File: config.mk
export PLATFORM = sky130hd
export DESIGN_NAME = dynamic_priority_scheduler_top
export DESIGN_NICKNAME = d
export VERILOG_FILES = /design/src/design/dps_pkg.sv /design/src/design/dps_engine.sv /design/src/design/dynamic_priority_scheduler_top.sv
export SDC_FILE = /design/constraint.sdc
export NUM_CORES = 1
export LEC_CHECK = 0
export BUFFER_PORTS_ARGS = -buffer_cell sky130_fd_sc_hd__buf_2
export CAP_MARGIN = 15
export CORE_UTILIZATION = 54
export CTS_CLUSTER_DIAMETER = 200
export DETAILED_ROUTE_END_ITERATION = 8
export PLACE_DENSITY = 0.72
export SLEW_MARGIN = 40
export SYNTH_ARGS = -nofsm -noshare
export SYNTH_HDL_FRONTEND = slang
export SYNTH_HIERARCHICAL = 1
export SYNTH_SLANG_ARGS = --single-unit
File: constraint.sdc
create_clock -name clk -period 7 [get_ports clk]
set_input_delay 0.7 -clock clk [delete_from_list [all_inputs] [get_ports clk]]
set_output_delay 0.7 -clock clk [all_outputs]
set_load 0.005 [all_outputs]
File: src/design/dps_pkg.sv
// Shared types and constants for the dynamic priority scheduler.
// No dependencies; used by dps_engine and dynamic_priority_scheduler_top.
package dps_pkg;

	localparam int MAX_PROCS = 16;
	localparam int IDX_W     = $clog2(MAX_PROCS);
	localparam int CNT_W     = $clog2(MAX_PROCS + 1);
	localparam int PID_W     = 4;
	localparam int PRIO_W    = 8;
	localparam int TIME_W    = 16;

	localparam logic OP_LOAD = 1'b0;
	localparam logic OP_TICK = 1'b1;

	typedef enum logic [2:0] {
		STAT_LOADED   = 3'd0,
		STAT_FULL     = 3'd1,
		STAT_REJECTED = 3'd2,
		STAT_RAN      = 3'd3,
		STAT_FINISHED = 3'd4,
		STAT_IDLE     = 3'd5
	} status_t;

	typedef enum logic [2:0] {
		S_IDLE,
		S_LOAD,
		S_SCAN,
		S_UPD,
		S_DONE
	} state_t;

	typedef struct packed {
		logic              op;
		logic [PRIO_W-1:0] priority_req;
		logic [TIME_W-1:0] run_time;
	} cmd_t;

	typedef struct packed {
		status_t           status;
		logic [PID_W-1:0]  process_id;
		logic [PRIO_W-1:0] new_priority;
		logic [TIME_W-1:0] work_done;
	} rsp_t;

	// one process table row
	typedef struct packed {
		logic [PRIO_W-1:0] prio;
		logic [TIME_W-1:0] run_time;
		logic [TIME_W-1:0] work_done;
	} entry_t;

endpackage

File: src/design/dps_engine.sv
// Scheduler engine: process table memory, valid bits, scan sequencer and
// the single priority comparator. Depends on dps_pkg.
module dps_engine (
	input  logic          clk,
	input  logic          arst_n,
	input  logic          cmd_valid,
	output logic          cmd_stall,
	input  dps_pkg::cmd_t cmd,
	output logic          res_valid,
	input  logic          res_take,
	output dps_pkg::rsp_t res
);

	dps_pkg::state_t state_q, state_d;

	dps_pkg::cmd_t                    cmd_q;
	logic [dps_pkg::MAX_PROCS-1:0]    valid_q;
	logic [dps_pkg::CNT_W-1:0]        next_q;
	logic [dps_pkg::CNT_W-1:0]        scan_q;
	dps_pkg::entry_t                  table_q [dps_pkg::MAX_PROCS];

	dps_pkg::entry_t                  rd_s1;
	logic [dps_pkg::IDX_W-1:0]        cmp_idx_s1;
	logic                             cmp_vld_s1;

	logic                             found_q;
	logic [dps_pkg::IDX_W-1:0]        best_idx_q;
	dps_pkg::entry_t                  best_q;
	dps_pkg::rsp_t                    res_q;

	logic                             accept;
	logic                             scan_end;
	logic [dps_pkg::IDX_W-1:0]        scan_idx;
	logic [dps_pkg::IDX_W-1:0]        next_idx;
	logic                             load_full;
	logic                             load_ok;
	logic                             take_best;
	logic [dps_pkg::TIME_W-1:0]       work_nx;
	logic                             fin;
	logic [dps_pkg::PRIO_W-1:0]       new_prio;
	logic                             wr_en;
	logic [dps_pkg::IDX_W-1:0]        wr_addr;
	dps_pkg::entry_t                  wr_data;

	assign accept    = cmd_valid && !cmd_stall;
	assign scan_end  = (scan_q == dps_pkg::CNT_W'(dps_pkg::MAX_PROCS));
	assign scan_idx  = scan_q[dps_pkg::IDX_W-1:0];
	assign next_idx  = next_q[dps_pkg::IDX_W-1:0];
	assign load_full = (next_q >= dps_pkg::CNT_W'(dps_pkg::MAX_PROCS));
	assign load_ok   = (cmd_q.run_time != '0) && !load_full;

	// shared comparator: strict greater keeps the lowest number on a tie
	assign take_best = (state_q == dps_pkg::S_SCAN) && cmp_vld_s1 &&
		(!found_q || (rd_s1.prio > best_q.prio));

	assign work_nx  = best_q.work_done + dps_pkg::TIME_W'(1);
	assign fin      = (work_nx == best_q.run_time);
	assign new_prio = fin ? best_q.prio :
		((best_q.prio != '0) ? best_q.prio - dps_pkg::PRIO_W'(1) : best_q.prio);

	assign res = res_q;

	always_ff @(posedge clk or negedge arst_n) begin
		if (!arst_n) begin
			state_q <= dps_pkg::S_IDLE;
		end else begin
			state_q <= state_d;
		end
	end

	always_comb begin
		state_d   = state_q;
		cmd_stall = 1'b1;
		res_valid = 1'b0;
		unique case (state_q)
			dps_pkg::S_IDLE: begin
				cmd_stall = 1'b0;
				if (cmd_valid) begin
					state_d = (cmd.op == dps_pkg::OP_TICK) ? dps_pkg::S_SCAN : dps_pkg::S_LOAD;
				end
			end
			dps_pkg::S_LOAD: begin
				state_d = dps_pkg::S_DONE;
			end
			dps_pkg::S_SCAN: begin
				if (scan_end) begin
					state_d = dps_pkg::S_UPD;
				end
			end
			dps_pkg::S_UPD: begin
				state_d = dps_pkg::S_DONE;
			end
			dps_pkg::S_DONE: begin
				res_valid = 1'b1;
				if (res_take) begin
					state_d = dps_pkg::S_IDLE;
				end
			end
			default: begin
				state_d = dps_pkg::S_IDLE;
			end
		endcase
	end

	// single write port: a load fills a new row, a tick rewrites the chosen row
	always_comb begin
		wr_en   = 1'b0;
		wr_addr = best_idx_q;
		wr_data = '{prio: new_prio, run_time: best_q.run_time, work_done: work_nx};
		if (state_q == dps_pkg::S_LOAD) begin
			wr_en   = load_ok;
			wr_addr = next_idx;
			wr_data = '{prio: cmd_q.priority_req, run_time: cmd_q.run_time,
				work_done: '0};
		end else if (state_q == dps_pkg::S_UPD) begin
			wr_en = found_q;
		end
	end

	always_ff @(posedge clk) begin
		if (wr_en) begin
			table_q[wr_addr] <= wr_data;
		end
		if (state_q == dps_pkg::S_SCAN) begin
			rd_s1      <= table_q[scan_idx];
			cmp_idx_s1 <= scan_idx;
		end
	end

	always_ff @(posedge clk or negedge arst_n) begin
		if (!arst_n) begin
			valid_q    <= '0;
			next_q     <= '0;
			scan_q     <= '0;
			cmp_vld_s1 <= 1'b0;
			found_q    <= 1'b0;
		end else begin
			if (accept) begin
				scan_q     <= '0;
				cmp_vld_s1 <= 1'b0;
				found_q    <= 1'b0;
			end
			if (state_q == dps_pkg::S_SCAN) begin
				if (scan_end) begin
					cmp_vld_s1 <= 1'b0;
				end else begin
					cmp_vld_s1 <= valid_q[scan_idx];
					scan_q     <= scan_q + dps_pkg::CNT_W'(1);
				end
			end
			if (take_best) begin
				found_q <= 1'b1;
			end
			if ((state_q == dps_pkg::S_LOAD) && load_ok) begin
				valid_q[next_idx] <= 1'b1;
				next_q            <= next_q + dps_pkg::CNT_W'(1);
			end
			if ((state_q == dps_pkg::S_UPD) && found_q && fin) begin
				valid_q[best_idx_q] <= 1'b0;
			end
		end
	end

	always_ff @(posedge clk) begin
		if (accept) begin
			cmd_q <= cmd;
		end
		if (take_best) begin
			best_idx_q <= cmp_idx_s1;
			best_q     <= rd_s1;
		end
		if (state_q == dps_pkg::S_LOAD) begin
			priority if (cmd_q.run_time == '0) begin
				res_q <= '{status: dps_pkg::STAT_REJECTED, process_id: '0,
					new_priority: '0, work_done: '0};
			end else if (load_full) begin
				res_q <= '{status: dps_pkg::STAT_FULL, process_id: '0,
					new_priority: '0, work_done: '0};
			end else begin
				res_q <= '{status: dps_pkg::STAT_LOADED,
					process_id: dps_pkg::PID_W'(next_q),
					new_priority: cmd_q.priority_req, work_done: '0};
			end
		end
		if (state_q == dps_pkg::S_UPD) begin
			if (!found_q) begin
				res_q <= '{status: dps_pkg::STAT_IDLE, process_id: '0,
					new_priority: '0, work_done: '0};
			end else begin
				res_q <= '{status: fin ? dps_pkg::STAT_FINISHED : dps_pkg::STAT_RAN,
					process_id: dps_pkg::PID_W'(best_idx_q),
					new_priority: new_prio, work_done: work_nx};
			end
		end
	end

	// the entry picked by the scan must still be live when it is updated
	a_best_live: assert property (@(posedge clk) disable iff (!arst_n)
		(state_q == dps_pkg::S_UPD && found_q) |-> valid_q[best_idx_q])
		else $error("scheduled entry not valid at update");

	// a finished process has left the table by the time its result is offered
	a_fin_retired: assert property (@(posedge clk) disable iff (!arst_n)
		(state_q == dps_pkg::S_DONE && res_q.status == dps_pkg::STAT_FINISHED)
		|-> !valid_q[best_idx_q])
		else $error("finished process still valid");

	// numbers are handed out once and stop at the table size
	a_next_bound: assert property (@(posedge clk) disable iff (!arst_n)
		(next_q <= dps_pkg::CNT_W'(dps_pkg::MAX_PROCS)) &&
		((next_q == $past(next_q)) || (next_q == $past(next_q) + dps_pkg::CNT_W'(1))))
		else $error("process number counter out of step");

	// a scan always runs its full length before the update
	a_scan_len: assert property (@(posedge clk) disable iff (!arst_n)
		(state_q == dps_pkg::S_UPD) |-> $past(state_q == dps_pkg::S_SCAN && scan_end))
		else $error("update entered without a complete scan");

endmodule

File: src/design/dynamic_priority_scheduler_top.sv
// A load passes through the LOAD and DONE states, a tick through SCAN, UPD and DONE; the
// result then moves to the output register. A new transaction is taken only when idle. A
// tick scans all MAX_PROCS rows via the single registered read port and one comparator.
// Reset (arst_n, asynchronous, active low) empties the table and restarts numbering
// at zero; the block is idle after reset and ready to take a transaction.
// Depends on dps_pkg and dps_engine.
module dynamic_priority_scheduler_top (
	input  logic          clk,
	input  logic          arst_n,
	// command channel
	input  logic          cmd_valid,
	output logic          cmd_stall,
	input  dps_pkg::cmd_t cmd,
	// response channel
	output logic          rsp_valid,
	input  logic          rsp_stall,
	output dps_pkg::rsp_t rsp
);

	logic          res_valid;
	logic          res_take;
	dps_pkg::rsp_t res;

	logic          rsp_valid_q;
	dps_pkg::rsp_t rsp_q;

	// Engine: takes one command at a time, walks the table for a tick and
	// holds its result until the output register has room.
	dps_engine u_engine (
		.clk       (clk),
		.arst_n    (arst_n),
		.cmd_valid (cmd_valid),
		.cmd_stall (cmd_stall),
		.cmd       (cmd),
		.res_valid (res_valid),
		.res_take  (res_take),
		.res       (res)
	);

	// Output register: frees the engine as soon as a result is parked here,
	// so the next command can start while the consumer still stalls.
	assign res_take = res_valid && (!rsp_valid_q || !rsp_stall);

	always_ff @(posedge clk or negedge arst_n) begin
		if (!arst_n) begin
			rsp_valid_q <= 1'b0;
		end else if (res_take) begin
			rsp_valid_q <= 1'b1;
		end else if (!rsp_stall) begin
			rsp_valid_q <= 1'b0;
		end
	end

	// payload only moves when a new result is loaded, so a stalled one holds
	always_ff @(posedge clk) begin
		if (res_take) begin
			rsp_q <= res;
		end
	end

	assign rsp_valid = rsp_valid_q;
	assign rsp       = rsp_q;

endmodule
==> flow_summary.yaml <==
outcome:
  status: "complete, no violations"
logic_synthesis:
  ys_warn_count: 6
  synth_seq_cells: 846
  syn_area_um2: 33000
  synth_top_area_share_pct: 74.2
  yosys.area_share.simple_pct: 3.80
  avgSynthCellArea_um2: 20.7
  synth_top_family_by_area: "multiplexers"
  synthAdderAreaFrac_pct: 0.645
  ys.flop_type: "edfxtp_1"
  synth.area.top_cells: "edfxtp_1 74%, mux4_2 14%, dfrtp_1 2.4%"
  ys_types: 61
  synth-xor-area-share_pct: 0.839
  async_flop_share_pct: 3.78
  synthMuxAreaShare_pct: 14.2
  synth-compound-area-share_pct: 2.68
  synth_nets: 1639
  yosysSeqAreaShare_pct: 76.6
  synth_edf_count: 814
  synthCells: 1593
  synth_top_cell_by_area: "edfxtp_1"
power_and_ir_drop:
  switching_share_pct: 27.7
  seqPwrFrac_pct: 48.3
  p_leak_nw: 11.8
  power_density_nw_per_um2: 384
  p_clk_share_pct: 30.4
  p_int_mw: 10.3
  p_comb_share_pct: 21.3
  ir_drop_uv: 219
  power.switching_mw: 3.96
timing:
  finalCriticalPeriod_ns: 4.00
  timing.fmax_ghz: 0.250
  worstMarginPinSlew_ns: 0.855
  maxSlewViolCount: 0
  rsz0062_at_grt: "false"
  fin_hold_ws_ns: 0.126
  fin_crit_sh_pct: 57.2
  finClkSkew_ns: 0.0250
  slew_headroom_pct: 43.0
  setup_viol: 0
  finalWorstSetupSlack_ns: 3.00
  finalHoldViolCount: 0
  setup_tns_ns: 0
die:
  core_area_um2: 60400
  rows: 90
  die_w_um: 249
  die-area_um2: 62000
  boundaryPins: 62
  initial_core_util_pct: 54.6
  dieHeight_um: 249
drt:
  drt_iter0_markers: 1788
  drt_first_pass_iters: 7
  vias: 16200
  viasPerCell: 6.35
  drc: 0
  ant_nets: 0
  wirelength_um: 71700
  wl_per_cell_um: 28.2
finish:
  syn2layout_area_growth_pct: 12.7
  seq_area_um2: 25300
  n_antenna_cell: 0
  final.fill_count: 4084
  nets: 1745
  drive_above_1_share_pct: 27.5
  multi_input_area_um2: 7540
clock_network:
  cts_tree: "yes"
  cts_setup_buffers: 0
  clk_path_buf_depth: 3
  root_buffer: "clkbuf_16"
  cts.htree.levels: 3
  cts.clk_slew.worst_paths_ns: 0.06
  worstSkewPairLatency_ns: 0.64
  numCtsBuffers: 85
  clock_sinks: 846
  cts.repair.resized: 0
  hold_buffers: 0
worst_setup_path:
  worstPathRequired_ns: 7.25
  r2r_end: "u_engine/table_q[9][3]$_DFFE_PP_"
  path_cells: "nand2b_1 > inv_2 > nand2b_1 > buf_4 > o21ai_0 > nand2_1 > a21oi_4 > buf_4"
  crit_arrival_ns: 4.25
  cpPeakStageDelay_ns: 0.65
  endpoint_kind: "register"
  cp-start-kind: "register"
  r2r_slack_ns: 3.00
  slowest_stage: "inv_2"
  critPathMaxFanout: 37
  worstReg2RegStart: "u_engine/state_q[2]$_DFFE_PN0P_"
  worstSetupPathType: "reg2reg"
  worstRegToRegCells: 8
global_routing:
  grt_max_degree: 85
  grtUsageTotal_pct: 23.9
  grt_pass1_vias: 16500
  grt_pass1_wl_um: 108000
  use_met3_pct: 4.34
  grt-ovfl-total: 0
  antenna_found_initial: 1
  grtUsageMet1_pct: 33.8
  use_met2_pct: 38.6
  grt_busiest_layer: "met2"
place:
  io_buffers: 61
  dp_slack_ns: 2.96
  hpwl_um: 39900
  routabilityCongestion: 0.862
flow_run:
  maxCapViolCount: 0
hold_path:
  worstHoldPathType: "in2async"
## power by group through the flow
| stage | logic, mW | registers (mW) | clock network (mW) |
|---|---|---|---|
| 6_report | 3.04 | 6.89 | 4.33 |
| 5_1_grt | 3.28 | 6.93 | 4.60 |
| 4_1_cts | 3.00 | 6.93 | 4.40 |
| 3_5_place_dp | 2.99 | 7.03 | 0 |
| 3_3_place_gp | 2.89 | 7.01 | 0 |
| 2_1_floorplan | 2.18 | 6.78 | 0 |
## layout by cell type (no fill, tap or decap), drive strengths merged, types with 3 or more instances in the layout
cell type  count
mux2i          5
buf           98
o21ai         27
and2           6
a31oi         29
o31ai          4
dfrtp         32
a21oi         29
ha            17
xor2           8
o311ai         3
nor3b          3
xnor2         21
and3           8
inv           29
bufinv         4
nand3         26
nor2          64
o211ai         5
nor4          10
clkinv        30
nand2b         8
o21a           4
nand2         89
nand4         13
edfxtp       814
nor3          11
nor2b          7
o21bai         3
a21o           5
clkinvlp       5
clkbuf       110
mux4         205
a22o           4
## critical path, delay by kind of cell, from the launching register on
| family | cells | cell delay, ns |
|---|---|---|
| compound gates | 2 | 0.96 |
| buf+inv | 3 | 1.58 |
| flops | 1 | 0.39 |
| simple gates | 3 | 0.64 |
## synth_stat cells, types with 3 or more instances
master    instances
nor4_1            6
nor4_2            3
o211ai_1          5
inv_1            24
o31ai_1           4
o21bai_1          3
o21ai_0          27
a21o_1            5
mux2i_1           5
xnor2_1          21
a22o_1            4
nor2_1           64
clkbuf_1         52
nand2_1          88
buf_2             7
xor2_1            8
nand4_1          11
a31oi_1          29
dfrtp_1          32
nand3_1          26
nor2b_1           7
mux4_2          205
nor3_1            9
nor3b_1           3
ha_1             17
nand2b_1          8
o21a_1            4
edfxtp_1        814
buf_1            18
and2_1            6
a21oi_1          29
and3_1            8
o311ai_0          3
## worst max-delay path by stage
stage	cells after the start	end	from	slack, ns
2_1_floorplan	5	u_engine/best_idx_q[0]$_DFFE_PP_	u_engine/state_q[1]$_DFFE_PN0P_	2.05
3_3_place_gp	9	u_engine/table_q[12][36]$_DFFE_PP_	u_engine/best_q[0]$_DFFE_PP_	3.00
3_5_place_dp	8	u_engine/table_q[9][11]$_DFFE_PP_	u_engine/state_q[2]$_DFFE_PN0P_	2.96
4_1_cts	8	u_engine/table_q[9][9]$_DFFE_PP_	u_engine/state_q[2]$_DFFE_PN0P_	2.95
5_1_grt	9	u_engine/table_q[3][35]$_DFFE_PP_	u_engine/best_q[0]$_DFFE_PP_	2.68
6_report	8	u_engine/table_q[9][3]$_DFFE_PP_	u_engine/state_q[2]$_DFFE_PN0P_	3.00
## flip-flops by register name, summed over array words and instances, names as in the netlist
name                 cells
u_engine/table_q       640
u_engine/rd_s1          40
u_engine/found_q         1
u_engine/res            31
u_engine/cmp_idx_s1      4
u_engine/next_q          5
u_engine/valid_q        16
u_engine/best_q         40
rsp                     31
u_engine/scan_q          5
u_engine/best_idx_q      4
u_engine/state_q         3
u_engine/cmd_q          24
rsp_valid                1
u_engine/cmp_vld_s1      1
## metrics by stage
| stage | utilization [%] | cell area (µm²) | instances | total power, mW |
|---|---|---|---|---|
| 5_1_grt | 61.5 | 37100 | 2547 | 14.8 |
| 3_3_place_gp | 56.9 | 34400 | 2392 | 9.90 |
| 3_5_place_dp | 57.0 | 34400 | 2392 | 10.0 |
| 2_1_floorplan | - | 33000 | 1593 | 8.96 |
| 6_report | 61.5 | 37100 | 2547 | 14.3 |
| 4_1_cts | 61.4 | 37100 | 2545 | 14.3 |
## cell type report
cell class,instances,share of cell area [%]
repair buffers,98,1.70
clock inverters,43,0.896
well taps,782,2.63
flip-flops and latches,846,68.0
inverters,25,0.253
clock buffers,110,6.23
multi-input cells,643,20.3
## metal layers
layer  vias up  part of all wire, %
li1       6782                    -
met1      8553                   41
met2       749                   50
met3        97                  7.8
met4         0                  1.7
met5         -                    0
## cells by family (layout without fill, tap and decap cells)
kind of cell	count (synthesis)	after routing
AO/OA/AOI/OAI	131	131
buffers and inverters	104	276
flip-flops	846	846
adder cells (fa/ha/maj)	17	17
multiplexers	211	211
XOR/XNOR	30	30
AND/OR/NAND/NOR	254	254
(Power assumes the default switching activity.)
